## src/rtl/core/avdd_ram.sv

```systemverilog
// Generic single-write, single-read RAM with registered read data.
`default_nettype none

module avdd_ram #(
    parameter int WIDTH = 8,
    parameter int DEPTH = 4
) (
    input  wire logic                     i_clk,
    input  wire logic                     i_we,
    input  wire logic [$clog2(DEPTH)-1:0] i_waddr,
    input  wire logic [WIDTH-1:0]         i_wdata,
    input  wire logic [$clog2(DEPTH)-1:0] i_raddr,
    output logic      [WIDTH-1:0]         o_rdata
);

    logic [WIDTH-1:0] r_mem [DEPTH];
    logic [WIDTH-1:0] r_rdata;

    always_ff @(posedge i_clk) begin
        if (i_we) begin
            r_mem[i_waddr] <= i_wdata;
        end
        r_rdata <= r_mem[i_raddr];
    end

    assign o_rdata = r_rdata;

endmodule

`default_nettype wire

```

## config.mk

```make
export PLATFORM = sky130hd
export DESIGN_NAME = avdd_ram
export DESIGN_NICKNAME = d
export VERILOG_FILES = /design/src/rtl/core/avdd_ram.sv
export SDC_FILE = /design/constraint.sdc
export NUM_CORES = 1
export LEC_CHECK = 0
export BUFFER_PORTS_ARGS = -buffer_cell sky130_fd_sc_hd__clkbuf_2
export CORE_MARGIN = 2
export CORE_UTILIZATION = 30
export DETAILED_ROUTE_END_ITERATION = 10
export PLACE_DENSITY = 0.56
export SLEW_MARGIN = 20
export SYNTH_ARGS = -nofsm -noshare
export SYNTH_HDL_FRONTEND = slang
export SYNTH_SLANG_ARGS = --single-unit
```

## constraint.sdc

```tcl
create_clock -name i_clk -period 1.8 [get_ports i_clk]
set_clock_uncertainty 0.1 [all_clocks]
set_input_delay 0.27 -clock i_clk [delete_from_list [all_inputs] [get_ports i_clk]]
set_output_delay 0.27 -clock i_clk [all_outputs]
set_load 0.01 [all_outputs]
```

== Word level (Yosys, flattened, before mapping) ==
Memory sizes are Yosys's and may differ from the RTL's. A register that Yosys moved wholly into a read port is not among the register bits.
Index checks and enable logic that the tools add are counted.
W data, S select, Z words.

* Multiplexer cells: 2

{| class="wikitable"
|+ Operators by type and width
! operator !! number
|-
| $mux W1 || 2
|}

* Register bits after elaboration: 0
* RAM bits: 32
* Output and inout bits: 8
* Memories: 1

{| class="wikitable"
|+ Memory list
! memory !! words !! width !! read ports !! clocked after memory_dff !! write ports !! RTL line !! RTL
|-
| r_mem || 4 || 8 || 1 || 1 || 1 || 16 || <nowiki>logic [WIDTH-1:0] r_mem [DEPTH];</nowiki>
|}

== Longest topological paths before layout ==
* Depth in word-level cells: 2
* Mapped depth: 2
* Gate-level depth less buffers: 1

== Worst setup path before layout ==
OpenSTA, ideal clock, no wires.

* Path type: in2reg
* From: in i_waddr[0]
* To: mem r_mem[0][0] (enable)
* Setup time: 0.385 ns
* Arrival time: 0.949 ns
* Setup slack: 0.366 ns
* Cell stages on the path: 1
* Buffers on the path: 0
* Cell sequence: nor3b_1

{| class="wikitable"
|+ RTL lines
! element !! RTL line !! RTL
|-
| start, declared || 10 || <nowiki>input wire logic [$clog2(DEPTH)-1:0] i_waddr,</nowiki>
|-
| end, declared || 16 ||
|}

No word-level cell before the write port.

== Worst setup path in the final report ==
* From: reg r_rdata[6] (netlist: o_rdata[6]) (read register of r_mem)
* To: out o_rdata[6]

{| class="wikitable"
|+ RTL lines
! element !! RTL line !! RTL
|-
| start, declared || 17 || <nowiki>logic [WIDTH-1:0] r_rdata;</nowiki>
|-
| end, declared || 13 || <nowiki>output logic [WIDTH-1:0] o_rdata</nowiki>
|}

No word-level cell between the ends.

==> flow_metrics.env <==
export IMPL_yosysWarnings=0
export IMPL_gp_congestion=0.606
export IMPL_multiInputGateArea_um2=211
export IMPL_seq_area_frac_synth=0.831
export IMPL_cp_max_fo=1
export IMPL_grt_pass1_vias=658
export IMPL_core_um2=4350
export IMPL_hold_path_end="r_mem[2][3]"
export IMPL_crit_slowest_cell="dfxtp_1"
export IMPL_cts_root_buf="clkbuf_8"
export IMPL_grt_setup_unrepaired="no"
export IMPL_first_pass_iters=4
export IMPL_numCtsBuffers=5
export IMPL_period_share=0.608
export IMPL_path_class="register to output pin"
export IMPL_ctsHoldBuffers=0
export IMPL_max_freq_mhz=914
export IMPL_path_buf_inv=1
export IMPL_avgSynthCellArea_um2=25.0
export IMPL_rows=24
export IMPL_drive_gt1_frac=0.444
export IMPL_slew_violations=0
export IMPL_post_cts_buffers=0
export IMPL_clock_latency_ns=0.28
export IMPL_syn_inst=54
export IMPL_end_kind="output pin"
export IMPL_cp_top_family="flip-flops"
export IMPL_route_final_wire_length_mm=1.92
export IMPL_drt_iter0_drc=10
export IMPL_async_flop_share=0
export IMPL_die_area_um2=5050
export IMPL_worst_setup_path_start_kind="register"
export IMPL_wl_per_cell_um=14.4
export IMPL_reg2reg_from="r_mem[3][0]"
export IMPL_grt_max_degree=12
export IMPL_ant_nets=0
export IMPL_cp_arrival_ns=0.72
export IMPL_port_buffers=21
export IMPL_yosysTopAreaCell="edfxtp_1"
export IMPL_setup_violations_final=0
export IMPL_slowest_delay_ns=0.32
export IMPL_nFillCells=399
export IMPL_worstHoldPathCells=1
export IMPL_synth_top_flop_cell="edfxtp_1"
export IMPL_drc=0
export IMPL_status="completed"
export IMPL_grt_pass1_wl_mm=3.23
export IMPL_ctsResizeCount=0
export IMPL_die_h_um=71.1
export IMPL_timing_reg2reg_setup_slack_ns=0.73
export IMPL_fin_crit_ns=1.09
export IMPL_vdd_drop_max_mv=0.548
export IMPL_areaGrowthSynthToFinish_pct=17.7
export IMPL_slew_headroom=0.699
export IMPL_yosysMostFrequentCell="edfxtp_1"
export IMPL_ioPinCount=22
export IMPL_hold_viol=0
export IMPL_chipWidth_um=71.1
export IMPL_synth_edff_count=32
export IMPL_grt_overflow=0
export IMPL_p_leak_nw=0.567
export IMPL_num_vias=568
export IMPL_seq_area_um2=1120
export IMPL_cts_sinks=40
export IMPL_start_util=0.310
export IMPL_path_cells="clkbuf_2"
export IMPL_tightest_slew_ns=0.451
export IMPL_rr_endpoint="o_rdata[0]"
export IMPL_layout_nets=95
export IMPL_ys_seq_elements=40
export IMPL_synth_commonest_cells="32 x edfxtp_1, 8 x dfxtp_1, 8 x mux4_2, 2 x and3b_1"
export IMPL_synth_top_area_frac=0.712
export IMPL_synth_nets=68
export IMPL_hold_path_class="input port to register"
export IMPL_cp_required_ns=1.43
export IMPL_diodes=0
export IMPL_synth_area_leaders="edfxtp_1 71%, mux4_2 13%, dfxtp_1 12%"
export IMPL_htree_levels=2
export IMPL_cts_tree="built"
export IMPL_whs_ns=0.105
export IMPL_clock_path_buffers=2
export IMPL_via_per_inst=4.27
export IMPL_max_cap_violations=0
export IMPL_antenna_found_initial=0
export IMPL_powerDensity_nw_per_um2=1070
export IMPL_tns_ns=0
export IMPL_path_clk_slew_ns=0.07
export IMPL_track_usage=0.0913
export IMPL_synth_cell_types=8
export IMPL_rr_worst_depth=1
export IMPL_hold_start="i_wdata[3]"
export IMPL_synthesis_area_um2=1350
state kept, by name, indices dropped and copies added (netlist names):
register,count
o_rdata,8
r_mem,32
cell type report:
cell class / count / area share
Timing Repair Buffer: 22 / 0.0709
Multi-Input combinational cell: 12 / 0.133
Clock inverter: 1 / 0.00315
Clock buffer: 6 / 0.0457
Sequential cell: 40 / 0.706
Tap cell: 52 / 0.0410
report_power, final:
group / total [W] / switching [W] / internal [W]
Sequential: 0.00106 / 0.0000114 / 0.00105
Clock: 0.000537 / 0.000274 / 0.000263
Combinational: 0.000102 / 0.0000513 / 0.0000508
through the flow:
step,cells,cell area (µm²),power (W),util,setup WS (ns)
final,133,1590,0.00170,0.365,0.706
after global routing,133,1590,0.00178,0.365,0.647
after CTS,133,1590,0.00173,0.365,0.682
after detailed placement,126,1510,0.00119,0.347,0.423
after global placement,126,1510,0.00119,0.347,0.429
after floorplan,54,1350,0.00114,-,0.366
cells by family after synthesis:
family,count (synthesis),share of synthesized area
buf+inv,2,0.0121
simple gates,4,0.0232
mux,8,0.134
flops,40,0.831
placed cells by master (no fill, tap or decap):
master    count
nor3b_1       1
clkbuf_1      1
and3_1        1
and3b_1       2
clkbuf_2     21
buf_4         1
clkbuf_8      5
dfxtp_1       8
clkinv_2      1
edfxtp_1     32
mux4_2        8
worst max-delay path by stage:
stage                           from  depth (start not counted)  slack [ns]           to
after floorplan           i_waddr[0]                          1        0.37  r_mem[0][0]
after detailed placement  i_waddr[1]                          2        0.42  r_mem[1][2]
final                     o_rdata[6]                          1        0.71   o_rdata[6]
after global placement    i_raddr[0]                          2        0.43   o_rdata[0]
after global routing      o_rdata[7]                          1        0.65   o_rdata[7]
after CTS                 o_rdata[6]                          1        0.68   o_rdata[6]
per-layer routing:
layer	routed length (µm)	track usage	vias up
li1	-	-	275
met1	856	0.111	271
met2	906	0.134	18
met3	137	0.0484	4
met4	21	0.0440	0
met5	0	0	-
Power figures use the tool's default switching activity.
